File: config.mk
export PLATFORM = sky130hd
export DESIGN_NAME = xor_sprite_row_blitter_core
export DESIGN_NICKNAME = d
export VERILOG_FILES = /design/src/sv/xsrb_pkg.sv /design/src/sv/xsrb_frame_mem.sv /design/src/sv/xsrb_mask_gen.sv /design/src/sv/xor_sprite_row_blitter_core.sv
export SDC_FILE = /design/constraint.sdc
export NUM_CORES = 2
export LEC_CHECK = 0
export ABC_AREA = 1
export ABC_CLOCK_PERIOD_IN_PS = 8800
export BUFFER_PORTS_ARGS = -buffer_cell sky130_fd_sc_hd__buf_2
export CAP_MARGIN = 20
export CELL_PAD_IN_SITES_DETAIL_PLACEMENT = 2
export CELL_PAD_IN_SITES_GLOBAL_PLACEMENT = 2
export CORE_MARGIN = 1
export CORE_UTILIZATION = 40
export CTS_BUF_LIST = sky130_fd_sc_hd__clkbuf_8 sky130_fd_sc_hd__clkbuf_16
export DETAILED_ROUTE_END_ITERATION = 12
export GPL_TIMING_DRIVEN = 0
export HOLD_SLACK_MARGIN = 0.1
export PLACE_DENSITY_LB_ADDON = 0.1
export SYNTH_ARGS = -nofsm -noshare
export SYNTH_HDL_FRONTEND = slang
export SYNTH_SLANG_ARGS = --single-unit
File: constraint.sdc
create_clock -name clk -period 8.8 [get_ports clk]
set_input_delay 0.88 -clock clk [delete_from_list [all_inputs] [get_ports clk]]
set_output_delay 0.88 -clock clk [all_outputs]
set_load 0.1 [all_outputs]
File: src/sv/xsrb_pkg.sv
// ----------------------------------------------------------------------------
// xsrb_pkg
// Shared types and constants of the sprite row XOR blitter.
// ----------------------------------------------------------------------------
package xsrb_pkg;

	localparam int FRAME_WIDTH_DEF  = 64;
	localparam int FRAME_HEIGHT_DEF = 32;

	// width of the row_pixels port
	localparam int ROW_PIXELS_W = 64;
	// (y mod height) + row index stays below 63 + 15 + 1 for every legal height
	localparam int RSUM_W = 7;

	localparam logic [1:0] MODE_DRAW  = 2'd0;
	localparam logic [1:0] MODE_CLEAR = 2'd1;
	localparam logic [1:0] MODE_READ  = 2'd2;

	typedef struct packed {
		logic rd;
		logic wr;
		logic clr;
	} mem_ctl_t;

endpackage

File: src/sv/xsrb_frame_mem.sv
// ----------------------------------------------------------------------------
// xsrb_frame_mem
// Frame store: one word per row, one write and one registered read per cycle,
// with per-row valid bits so a clear resets every row at once.
// ----------------------------------------------------------------------------
module xsrb_frame_mem #(
	parameter int FRAME_WIDTH  = xsrb_pkg::FRAME_WIDTH_DEF,
	parameter int FRAME_HEIGHT = xsrb_pkg::FRAME_HEIGHT_DEF,
	localparam int ROW_W       = $clog2(FRAME_HEIGHT)
) (
	input  logic                   clk,
	input  logic                   arst_n,
	input  xsrb_pkg::mem_ctl_t     ctl,
	input  logic [ROW_W-1:0]       rd_addr,
	input  logic [ROW_W-1:0]       wr_addr,
	input  logic [FRAME_WIDTH-1:0] wr_data,
	output logic [FRAME_WIDTH-1:0] rd_data
);

	logic [FRAME_WIDTH-1:0]  mem [FRAME_HEIGHT];
	logic [FRAME_HEIGHT-1:0] vld_q;
	logic [FRAME_WIDTH-1:0]  rd_word_q;
	logic                    rd_vld_q;

	always_ff @(posedge clk) begin
		if (ctl.wr) begin
			mem[wr_addr] <= wr_data;
		end
		if (ctl.rd) begin
			rd_word_q <= mem[rd_addr];
		end
	end

	always_ff @(posedge clk or negedge arst_n) begin
		if (!arst_n) begin
			vld_q    <= '0;
			rd_vld_q <= 1'b0;
		end else begin
			if (ctl.rd) begin
				rd_vld_q <= vld_q[rd_addr];
			end
			if (ctl.clr) begin
				vld_q <= '0;
			end else if (ctl.wr) begin
				vld_q[wr_addr] <= 1'b1;
			end
		end
	end

	assign rd_data = rd_vld_q ? rd_word_q : '0;

endmodule

File: src/sv/xsrb_mask_gen.sv
// ----------------------------------------------------------------------------
// xsrb_mask_gen
// Place one sprite byte into a frame row mask, bit 7 leftmost, dropping
// columns past the right edge.
// ----------------------------------------------------------------------------
module xsrb_mask_gen #(
	parameter int FRAME_WIDTH = xsrb_pkg::FRAME_WIDTH_DEF,
	localparam int COL_W      = $clog2(FRAME_WIDTH)
) (
	input  logic [7:0]             sprite,
	input  logic [COL_W-1:0]       col0,
	output logic [FRAME_WIDTH-1:0] mask
);

	always_comb begin
		logic [COL_W:0] col;
		mask = '0;
		for (int j = 0; j < 8; j++) begin
			col = (COL_W + 1)'(col0) + (COL_W + 1)'(j);
			if (col < (COL_W + 1)'(FRAME_WIDTH) && sprite[7 - j]) begin
				mask[col[COL_W-1:0]] = 1'b1;
			end
		end
	end

endmodule

File: src/sv/xor_sprite_row_blitter_core.sv
// ----------------------------------------------------------------------------
// xor_sprite_row_blitter_core
// XOR sprite row blitter over a one-bit frame store, with clear and row read.
// ----------------------------------------------------------------------------
// Takes one word per cycle while the output is not stalled and returns one
// result word per input word. The accept edge starts the frame store read;
// the commit edge, once the output can take the word, writes the row back
// and loads the result register. A row written back at the edge that reads
// it is forwarded, so back-to-back draws on the same row run at full rate.
// Clear resets the per-row valid bits. The collision flag restarts at row
// index zero and is final on the word marked last.
// ----------------------------------------------------------------------------
module xor_sprite_row_blitter_core #(
	parameter int FRAME_WIDTH  = xsrb_pkg::FRAME_WIDTH_DEF,
	parameter int FRAME_HEIGHT = xsrb_pkg::FRAME_HEIGHT_DEF
) (
	input  logic                              clk,
	input  logic                              arst_n,
	input  logic                              in_valid,
	output logic                              in_ready,
	input  logic [1:0]                        mode,
	input  logic [7:0]                        sprite_bits,
	input  logic [7:0]                        x_pos,
	input  logic [7:0]                        y_pos,
	input  logic [3:0]                        row_index,
	input  logic                              last_row,
	input  logic [4:0]                        read_row,
	output logic                              out_valid,
	input  logic                              out_ready,
	output logic                              collision,
	output logic                              sprite_done,
	output logic [xsrb_pkg::ROW_PIXELS_W-1:0] row_pixels
);

	localparam int ROW_W  = $clog2(FRAME_HEIGHT);
	localparam int COL_W  = $clog2(FRAME_WIDTH);
	localparam int RSUM_W = xsrb_pkg::RSUM_W;

	logic [ROW_W-1:0] ymod_lut [256];
	logic [COL_W-1:0] xmod_lut [256];

	for (genvar g = 0; g < 256; g++) begin : g_lut
		assign ymod_lut[g] = ROW_W'(g % FRAME_HEIGHT);
		assign xmod_lut[g] = COL_W'(g % FRAME_WIDTH);
	end

	logic                   in_accept;
	logic                   s1_adv;
	logic                   s1_commit;
	logic [RSUM_W-1:0]      row_sum;
	logic [RSUM_W-1:0]      rr_ext;
	logic [ROW_W-1:0]       rd_addr_in;
	logic                   in_range_in;
	logic                   fwd_next;

	logic                   s1_valid_q;
	logic [1:0]             mode_s1;
	logic [7:0]             sprite_s1;
	logic [COL_W-1:0]       col0_s1;
	logic                   row_zero_s1;
	logic                   last_s1;
	logic [ROW_W-1:0]       addr_s1;
	logic                   in_range_s1;
	logic                   fwd_s1;
	logic [FRAME_WIDTH-1:0] fwd_word_s1;

	logic                   hit_flag_q;
	logic                   out_valid_q;
	logic                   collision_q;
	logic                   sprite_done_q;
	logic [xsrb_pkg::ROW_PIXELS_W-1:0] row_pixels_q;

	xsrb_pkg::mem_ctl_t     mem_ctl;
	logic [FRAME_WIDTH-1:0] rd_data;
	logic [FRAME_WIDTH-1:0] cur_word;
	logic [FRAME_WIDTH-1:0] mask;
	logic [FRAME_WIDTH-1:0] new_word;
	logic                   hit_row;
	logic                   coll;

	// input side: target row and read address
	assign row_sum    = RSUM_W'(ymod_lut[y_pos]) + RSUM_W'(row_index);
	assign rr_ext     = RSUM_W'(read_row);
	assign rd_addr_in = (mode == xsrb_pkg::MODE_READ) ? rr_ext[ROW_W-1:0]
		: row_sum[ROW_W-1:0];
	assign in_range_in = (mode == xsrb_pkg::MODE_READ)
		? (rr_ext < RSUM_W'(FRAME_HEIGHT)) : (row_sum < RSUM_W'(FRAME_HEIGHT));

	assign s1_adv    = !out_valid_q || out_ready;
	assign s1_commit = s1_valid_q && s1_adv;
	assign in_ready  = !s1_valid_q || s1_adv;
	assign in_accept = in_valid && in_ready;

	// forward the row written back at the edge that starts this read
	assign fwd_next = s1_commit && ((mode_s1 == xsrb_pkg::MODE_CLEAR)
		|| (mode_s1 == xsrb_pkg::MODE_DRAW && in_range_s1 && addr_s1 == rd_addr_in));

	// stage 1: merge sprite row into the frame row
	xsrb_mask_gen #(
		.FRAME_WIDTH(FRAME_WIDTH)
	) u_mask (
		.sprite(sprite_s1),
		.col0  (col0_s1),
		.mask  (mask)
	);

	assign cur_word = fwd_s1 ? fwd_word_s1 : rd_data;
	assign new_word = cur_word ^ mask;
	assign hit_row  = in_range_s1 && ((cur_word & mask) != '0);
	assign coll     = (row_zero_s1 ? 1'b0 : hit_flag_q) || hit_row;

	assign mem_ctl.rd  = in_accept;
	assign mem_ctl.wr  = s1_commit && mode_s1 == xsrb_pkg::MODE_DRAW && in_range_s1;
	assign mem_ctl.clr = s1_commit && mode_s1 == xsrb_pkg::MODE_CLEAR;

	xsrb_frame_mem #(
		.FRAME_WIDTH (FRAME_WIDTH),
		.FRAME_HEIGHT(FRAME_HEIGHT)
	) u_mem (
		.clk    (clk),
		.arst_n (arst_n),
		.ctl    (mem_ctl),
		.rd_addr(rd_addr_in),
		.wr_addr(addr_s1),
		.wr_data(new_word),
		.rd_data(rd_data)
	);

	always_ff @(posedge clk) begin
		if (in_accept) begin
			mode_s1     <= mode;
			sprite_s1   <= sprite_bits;
			col0_s1     <= xmod_lut[x_pos];
			row_zero_s1 <= (row_index == 4'd0);
			last_s1     <= last_row;
			addr_s1     <= rd_addr_in;
			in_range_s1 <= in_range_in;
			fwd_s1      <= fwd_next;
			fwd_word_s1 <= (mode_s1 == xsrb_pkg::MODE_CLEAR) ? '0 : new_word;
		end
		if (s1_commit) begin
			case (mode_s1)
				xsrb_pkg::MODE_DRAW: begin
					collision_q   <= coll;
					sprite_done_q <= last_s1;
					row_pixels_q  <= '0;
				end
				xsrb_pkg::MODE_READ: begin
					collision_q   <= 1'b0;
					sprite_done_q <= 1'b0;
					row_pixels_q  <= in_range_s1 ? xsrb_pkg::ROW_PIXELS_W'(cur_word) : '0;
				end
				default: begin
					collision_q   <= 1'b0;
					sprite_done_q <= 1'b0;
					row_pixels_q  <= '0;
				end
			endcase
		end
	end

	always_ff @(posedge clk or negedge arst_n) begin
		if (!arst_n) begin
			s1_valid_q  <= 1'b0;
			out_valid_q <= 1'b0;
			hit_flag_q  <= 1'b0;
		end else begin
			if (in_accept) begin
				s1_valid_q <= 1'b1;
			end else if (s1_adv) begin
				s1_valid_q <= 1'b0;
			end
			if (s1_commit) begin
				out_valid_q <= 1'b1;
			end else if (out_ready) begin
				out_valid_q <= 1'b0;
			end
			if (s1_commit && mode_s1 == xsrb_pkg::MODE_DRAW) begin
				hit_flag_q <= coll;
			end
		end
	end

	assign out_valid   = out_valid_q;
	assign collision   = collision_q;
	assign sprite_done = sprite_done_q;
	assign row_pixels  = row_pixels_q;

`ifndef NO_ASSERTIONS
	a_nondraw_flags_zero: assert property (@(posedge clk) disable iff (!arst_n)
		s1_commit && mode_s1 != xsrb_pkg::MODE_DRAW |=> !collision && !sprite_done)
		else $error("non-draw word carries collision or done");

	a_nonread_pixels_zero: assert property (@(posedge clk) disable iff (!arst_n)
		s1_commit && mode_s1 != xsrb_pkg::MODE_READ |=> row_pixels == '0)
		else $error("non-read word carries pixels");

	a_hit_restart: assert property (@(posedge clk) disable iff (!arst_n)
		s1_commit && mode_s1 == xsrb_pkg::MODE_DRAW && row_zero_s1 && !hit_row
		|=> !hit_flag_q)
		else $error("collision flag did not restart at row zero");

	a_stage_held: assert property (@(posedge clk) disable iff (!arst_n)
		s1_valid_q && !s1_adv |=> s1_valid_q && $stable(addr_s1))
		else $error("stalled word lost from stage 1");

	a_fwd_needs_commit: assert property (@(posedge clk) disable iff (!arst_n)
		in_accept && fwd_next |-> out_valid_q == 1'b0 || out_ready)
		else $error("forwarding without write-back");
`endif

endmodule
# Word-level counts from Yosys, hierarchy flattened
# Memories as Yosys holds them, arrays and structs flattened. A register that Yosys moved wholly into a read port is not among the register bits.
# Cells that the tools add are included.
# op_classes
n_addsub,8
magnitude_cmp,30
n_eq_ne,4
n_mux,43
bitwise,12
n_reduce_logical,39
# ops
operator,count
$mux 64,10
$or 64x64->64,7
$and 64x64->64,1
$mux 32,2
$reduce_bool 64->1,1
$xor 64x64->64,1
$lt 6x7->1 const B,9
$lt 7x7->1 const B,7
$demux 1 s6,8
$ge 6x1->1 const B,8
$or 32x32->32,1
$add 6x3->7 const B,4
$logic_and 1x1->1,26
$lt 5x6->1 const B,3
$mux 1,18
$not 8->9,2
$mux 5,3
$add 6x2->7 const B,2
$ge 9x9->1 const B,1
$add 6x1->7 const B,1
$add 5x4->6,1
$lt 6x6->1 const B,1
$reduce_bool 2->1,3
$bmux 1 s5,1
other kinds (10),15
# word_totals
regBits,185
mem_bits_rw,2048
romBits,2816
in_bits,40
word_cells,155
memories,3
# memory_table
memory,words,width,read_ports,rd_clocked_by_memory_dff,wr,line,text
u_mem.mem,32,64,1,1,1,xsrb_frame_mem.sv:20,logic [FRAME_WIDTH-1:0] mem [FRAME_HEIGHT];
(name not given),256,6,1,1,0,xor_sprite_row_blitter_core.sv:133,col0_s1 <= xmod_lut[x_pos];
(name not given),256,5,1,0,0,xor_sprite_row_blitter_core.sv:82,assign row_sum = RSUM_W'(ymod_lut[y_pos]) + RSUM_W'(row_index);

# Longest topological paths before layout
# logic_depth
word_depth,23
mapped_depth,25
mapped_depth_nobuf,24

# Modules after synthesis
# A second synthesis with hierarchy kept.
# hier_totals
hier_cells,8855
hier_area_um2,98789.7
# by_module_without_submodules
mod,instances,cells_per_inst,area_per_inst_um2,seq_area_each_um2
xsrb_frame_mem,1,6711,84885.2,64246.6
xor_sprite_row_blitter_core,1,803,7945.1,4729.5
xsrb_mask_gen,1,1341,5959.5,0.0

# Worst setup path after synthesis
# Ideal clock, no wire load.
# synth_timing
kind,register to register
from,"reg out_valid_q, in the netlist out_valid"
to,mem u_mem.mem[25][0] (netlist name) (enable)
arrival_time_ns,7.701
required_ns,8.312
setup_slack_ns,0.611
path_stages_with_launch,8
path_buffers,0
period_less_slack_ns,8.189
cell_sequence,dfrtp_1 > a21oi_1 > inv_1 > nor2_1 > nand2_1 > nor2_1 > nand3_1 > nor2_1
# synth_via
elab_chain_len,7
# synth_rtl
element,line,text
from (decl),xor_sprite_row_blitter_core.sv:68,logic out_valid_q;
from (signal assigned),xor_sprite_row_blitter_core.sv:165,out_valid_q <= 1'b0;
from (signal assigned),xor_sprite_row_blitter_core.sv:174,out_valid_q <= 1'b1;
from (signal assigned),xor_sprite_row_blitter_core.sv:176,out_valid_q <= 1'b0;
$logic_not 1->1,xor_sprite_row_blitter_core.sv:89,assign s1_adv = !out_valid_q || out_ready;
$logic_or 1x1->1,xor_sprite_row_blitter_core.sv:89,
$logic_and 1x1->1,xor_sprite_row_blitter_core.sv:90,assign s1_commit = s1_valid_q && s1_adv;
via s1_commit,xor_sprite_row_blitter_core.sv:49,logic s1_commit;
$logic_and 1x1->1 (2 in series),xor_sprite_row_blitter_core.sv:113,assign mem_ctl.wr = s1_commit && mode_s1 == xsrb_pkg::MODE_DRAW && in_range_s1;
$mux 1,xsrb_frame_mem.sv:26,if (ctl.wr) begin
$mux 1 (implied by the code),xsrb_frame_mem.sv:27,mem[wr_addr] <= wr_data;
to (decl),xsrb_frame_mem.sv:20,
# The timed path passes the listed nets, and every way through them passes these cells.

# Final worst setup path
# layout_timing
from,reg col0_s1[5]
to,"reg collision_q, in the netlist collision, data pin"
# layout_via
elab_chain_len,23
# layout_rtl
element,line,text
from (decl),xor_sprite_row_blitter_core.sv:59,logic [COL_W-1:0] col0_s1;
"$add 6x1->7, or another cell as far along",xsrb_mask_gen.sv:19,col = (COL_W + 1)'(col0) + (COL_W + 1)'(j);
"$lt 6x7->1 (implied by the code), or another cell as far along",xsrb_mask_gen.sv:21,mask[col[COL_W-1:0]] = 1'b1;
$logic_and 1x1->1 (implied by the code) / $mux 1 (equally long branches),xsrb_mask_gen.sv:21,
$mux 1 (implied by the code) / $demux 1 s6 (equally long branches),--,
$demux 1 s6 / $mux 64 (equally long branches),--,
$or 64x64->64 (no source line),--,
$mux 64,xsrb_mask_gen.sv:20,if (col < (COL_W + 1)'(FRAME_WIDTH) && sprite[7 - j]) begin
$or 64x64->64 (no source line),--,
[7 not listed],--,
$or 64x64->64 (no source line),--,
$mux 64,xsrb_mask_gen.sv:20,
$or 64x64->64 (no source line),--,
$mux 64 (*),xsrb_mask_gen.sv:20,
$and 64x64->64 (*),xor_sprite_row_blitter_core.sv:109,assign hit_row = in_range_s1 && ((cur_word & mask) != '0);
$reduce_bool 64->1 (*),xor_sprite_row_blitter_core.sv:109,
$logic_and 1x1->1 (*),xor_sprite_row_blitter_core.sv:109,
$logic_or 1x1->1 (*),xor_sprite_row_blitter_core.sv:110,assign coll = (row_zero_s1 ? 1'b0 : hit_flag_q) || hit_row;
to (signal assigned),xor_sprite_row_blitter_core.sv:144,collision_q <= coll;
to (decl),xor_sprite_row_blitter_core.sv:69,logic collision_q;
# Every way passes the cells marked *; elsewhere a longest branch is shown, timed or not.
# A chain may end at the register's enable or synchronous reset.

==> results.sh <==
export IMPL_worst_skew_pair_late_latency_ns=0.96
export IMPL_fin_worst_skew_ns=0.09778
export IMPL_grt_start_max_net_pins=114
export IMPL_worst_setup_path_type="flop to flop"
export IMPL_cpPeakStageDelay_ns=0.87
export IMPL_drv_cap=0
export IMPL_worst_path_cell_with_the_longest_stage_delay="sky130_fd_sc_hd__o21ai_1"
export IMPL_gp_congestion=0.9670
export IMPL_clock_root_buffer="sky130_fd_sc_hd__clkbuf_16"
export IMPL_via_count=79735
export IMPL_fmax_ghz=0.1588
export IMPL_number_of_buffers_created_by_cts=274
export IMPL_required_ns=9.45
export IMPL_port_buffer_count=102
export IMPL_postSynth_asyncResetShare=0.01563
export IMPL_fillers=24340
export IMPL_crit_path_frequent_cell="sky130_fd_sc_hd__nand2_1"
export IMPL_timing_reg2reg_worst_path_depth=21
export IMPL_critical_path_startpoint="col0_s1[5]$_DFFE_PP_"
export IMPL_vdd_ir_drop_max_uv=228.3
export IMPL_yosys_cell_count_top_type="sky130_fd_sc_hd__edfxtp_1"
export IMPL_first_iter_violations=10906
export IMPL_r2r_slack_ns=2.50
export IMPL_tritoncts_num_sinks=2303
export IMPL_synth_seq_cells=2303
export IMPL_outcome="complete, no violations"
export IMPL_die_height_microns=496.3
export IMPL_post_drt_via_cell_ratio=6.304
export IMPL_setup_worst_path_end="collision$_SDFFCE_PP0P_"
export IMPL_clock_tree_htree_level_count=5
export IMPL_leakagePower_nw=41.95
export IMPL_cp_arrival_ns=6.94
export IMPL_finalCriticalPeriod_ns=6.296
export IMPL_hpwl_microns=363400
export IMPL_num_nets_final=9359
export IMPL_grt_remaining_overflow=0
export IMPL_cts_resized_gates=0
export IMPL_timing_setup_tns_ns=0
export IMPL_crit_path_cell_trace="clkbuf_2, nand2_1, nor2_1, inv_1, o21ai_1, inv_1, clkbuf_1, nand2_1, o22ai_1, nor2_1, nand3b_1, ha_2, nor2_1, nand2_1, nor2_1, nand2_1, nor3_1, nand2_1, nand2_1, o21ai_0, and3_1"
export IMPL_cts_tree="built"
export IMPL_placed_instance_area_sq_um=106700
export IMPL_remaining_drc_errors=0
export IMPL_yosys_warnings=0
export IMPL_crit_path_end_kind="flop"
export IMPL_postLayoutCellArea_sq_um=114800
export IMPL_grt_first_pass_wirelength_microns=681500
export IMPL_ys_types=43
export IMPL_area_growth_from_synthesis_to_layout_pct=17.51
export IMPL_synth_main_ff_cell="sky130_fd_sc_hd__edfxtp_1"
export IMPL_postSynthAreaPerCell_sq_um=11.26
export IMPL_drt_wl_total_microns=507400
export IMPL_drv_slew=0
export IMPL_slew_headroom=0.1282
export IMPL_globalRouteTotalUtil=0.4070
export IMPL_power_per_cell_area_nw_per_um2=264.4
export IMPL_worst_pin_slew_ns=1.308
export IMPL_worst_r2r_endpoint="collision$_SDFFCE_PP0P_"
export IMPL_synth_enable_flop_cells=2267
export IMPL_routed_wire_length_per_instance_microns=40.12
export IMPL_fp_row_count=181
export IMPL_initial_utilization=0.4022
export IMPL_synth_seq_area_share=0.7057
export IMPL_hold_viol_final=0
export IMPL_hold_path_class="input port to asynchronous set/reset pin"
export IMPL_core_area_sq_um=243000
export IMPL_grt_antenna_before_repair=57
export IMPL_r2r_path_start="col0_s1[5]$_DFFE_PP_"
export IMPL_critPathMaxFanout=10
export IMPL_drt_first_pass_iters=8
export IMPL_power_mw=30.36
export IMPL_clk_pin_slew_worst_paths_ns=0.06
export IMPL_synth_top_cell_area_share=0.6965
export IMPL_die_area_sq_um=246300
export IMPL_remaining_antenna_violation_count_after_routing=0
export IMPL_yosys_top_cells_area="sky130_fd_sc_hd__edfxtp_1 (70%), sky130_fd_sc_hd__nand3_1 (9.4%), sky130_fd_sc_hd__nand2_1 (8.5%)"
export IMPL_drive_gt1_frac=0.1046
export IMPL_yosysTopAreaCell="sky130_fd_sc_hd__edfxtp_1"
export IMPL_clock_tree_buffer_depth=4
export IMPL_floorplan_die_width_microns=496.3
export IMPL_setup_worst_path_start_class="flop"
export IMPL_setup_viol=0
export IMPL_first_global_vias=82326
export IMPL_synth_net_count=8791
export IMPL_synthTopCellsByCount="sky130_fd_sc_hd__edfxtp_1 (2267), sky130_fd_sc_hd__nand2_1 (2210), sky130_fd_sc_hd__nand3_1 (1830), sky130_fd_sc_hd__nor2_1 (629), sky130_fd_sc_hd__inv_1 (382)"
export IMPL_syn_area_sq_um=97730
export IMPL_syn_instance_count=8678
export IMPL_rsz_0062_raised_after_global_routing="no"
export IMPL_final_clock_period_utilization_by_the_worst_path=0.7154
export IMPL_ios=108
-- where the power goes --
group / switching [mW] / internal, mW / total [mW]
clock: 4.66 / 6.01 / 10.7
sequential: 0.0822 / 13.0 / 13.1
combinational: 5.27 / 1.34 / 6.60
total: 10.0 / 20.4 / 30.4
-- worst min-delay path by stage --
stage                                from                         end  slack (ns)  depth (start not counted)
3_3_place_gp       s1_valid_q$_DFFE_PN0P_       out_valid$_DFFE_PN0P_        0.45                          2
3_5_place_dp   u_mem.rd_vld_q$_DFFE_PN0P_  u_mem.rd_vld_q$_DFFE_PN0P_        0.48                          2
5_1_grt                          x_pos[5]        col0_s1[5]$_DFFE_PP_        0.12                          1
6_report                           arst_n       out_valid$_DFFE_PN0P_        0.13                          1
2_1_floorplan      s1_valid_q$_DFFE_PN0P_       out_valid$_DFFE_PN0P_        0.45                          2
4_1_cts                    sprite_bits[5]      sprite_s1[5]$_DFFE_PP_        0.10                          1
-- through the flow --
| stage | util | hold slack [ns] | worst slack [ns] | std cells |
|---|---|---|---|---|
| finish | 0.4726 | 0.1293 | 2.504 | 12648 |
| CTS | 0.4723 | 0.1025 | 2.455 | 12621 |
| floorplan | - | 0.4471 | 0.6109 | 8678 |
| global placement | 0.4208 | 0.4549 | -8.225 | 11982 |
| global route | 0.4724 | 0.1221 | 2.448 | 12626 |
| detailed placement | 0.4392 | 0.4783 | 2.511 | 12170 |
-- critical path, delay by kind of cell (launching register included) --
family                   cells  cell delay, ns
AO/OA/AOI/OAI                3            1.12
adder cells (fa/ha/maj)      1            0.28
buffers and inverters        4            0.83
flip-flops                   1            0.33
AND/OR/NAND/NOR             13            3.42
-- cell type report --
class                   instances  area, sq um  share of cell area
well taps                    3202         4006             0.03488
multi-input cells            5476        25400              0.2212
plain buffers                 500         2202             0.01917
repair buffers                292         4641             0.04041
inverters                     399         1515             0.01319
flip-flops and latches       2303        68980              0.6006
clock buffers                 283         7059             0.06147
diodes                         26        65.06           0.0005665
clock inverters               167        975.9            0.008498
-- flip-flops by register name, summed over array words and instances (netlist names), 2 cells and up --
register / cells
addr_s1: 5
col0_s1: 6
fwd_word_s1: 64
mode_s1: 2
row_pixels: 64
sprite_s1: 8
u_mem.mem: 2048
u_mem.rd_word_q: 64
u_mem.vld_q: 32
-- cells in the final DEF, fill, tap and decap left out, types with 6 or more instances in the layout --
| master | count |
|---|---|
| sky130_fd_sc_hd__a22oi_1 | 19 |
| sky130_fd_sc_hd__o21ai_0 | 339 |
| sky130_fd_sc_hd__nand2_2 | 7 |
| sky130_fd_sc_hd__buf_2 | 331 |
| sky130_fd_sc_hd__a21oi_1 | 85 |
| sky130_fd_sc_hd__o211ai_1 | 34 |
| sky130_fd_sc_hd__nand3_1 | 1830 |
| sky130_fd_sc_hd__buf_8 | 6 |
| sky130_fd_sc_hd__o22ai_1 | 81 |
| sky130_fd_sc_hd__bufinv_16 | 9 |
| sky130_fd_sc_hd__dfrtp_1 | 36 |
| sky130_fd_sc_hd__nor3_1 | 17 |
| sky130_fd_sc_hd__o21a_1 | 11 |
| sky130_fd_sc_hd__ha_2 | 38 |
| sky130_fd_sc_hd__xor2_2 | 9 |
| sky130_fd_sc_hd__inv_2 | 14 |
| sky130_fd_sc_hd__buf_16 | 55 |
| sky130_fd_sc_hd__diode_2 | 26 |
| sky130_fd_sc_hd__buf_12 | 124 |
| sky130_fd_sc_hd__buf_1 | 60 |
| sky130_fd_sc_hd__clkinv_1 | 54 |
| sky130_fd_sc_hd__clkinv_2 | 28 |
| sky130_fd_sc_hd__nor2_4 | 32 |
| sky130_fd_sc_hd__nand2_1 | 2210 |
| sky130_fd_sc_hd__nand3b_1 | 22 |
| sky130_fd_sc_hd__inv_1 | 449 |
| sky130_fd_sc_hd__o21ai_1 | 7 |
| sky130_fd_sc_hd__buf_4 | 9 |
| sky130_fd_sc_hd__clkbuf_2 | 7 |
| sky130_fd_sc_hd__clkbuf_16 | 281 |
| sky130_fd_sc_hd__nand4_1 | 58 |
| sky130_fd_sc_hd__edfxtp_1 | 2267 |
| sky130_fd_sc_hd__nor2_1 | 599 |
| sky130_fd_sc_hd__clkbuf_1 | 197 |
| sky130_fd_sc_hd__xor2_1 | 17 |
| sky130_fd_sc_hd__ha_1 | 34 |
-- cells by family after synthesis --
kind of cell,after synthesis,share of synthesized area
adders and majority gates,73,0.009422
buffers and inverters,899,0.03777
xor gates and xnor gates,28,0.003200
AOI/OAI and AO/OA,583,0.03280
and+or+nand+nor,4792,0.2111
DFF,2303,0.7057
-- metal layers --
| metal | up-vias | wire (microns) | global-route usage |
|---|---|---|---|
| met5 | - | 43 | 0 |
| met4 | 8 | 33240 | 0.2368 |
| met3 | 1137 | 44500 | 0.07021 |
| met2 | 4822 | 234300 | 0.6475 |
| met1 | 42026 | 195300 | 0.5249 |
| li1 | 31742 | - | - |
-- repair_timing --
action	CTS	global route
hold endpoints to repair	1	0
buffers inserted	0	0
hold buffers	1	0
Note: power is estimated with default switching activity, not from simulation.
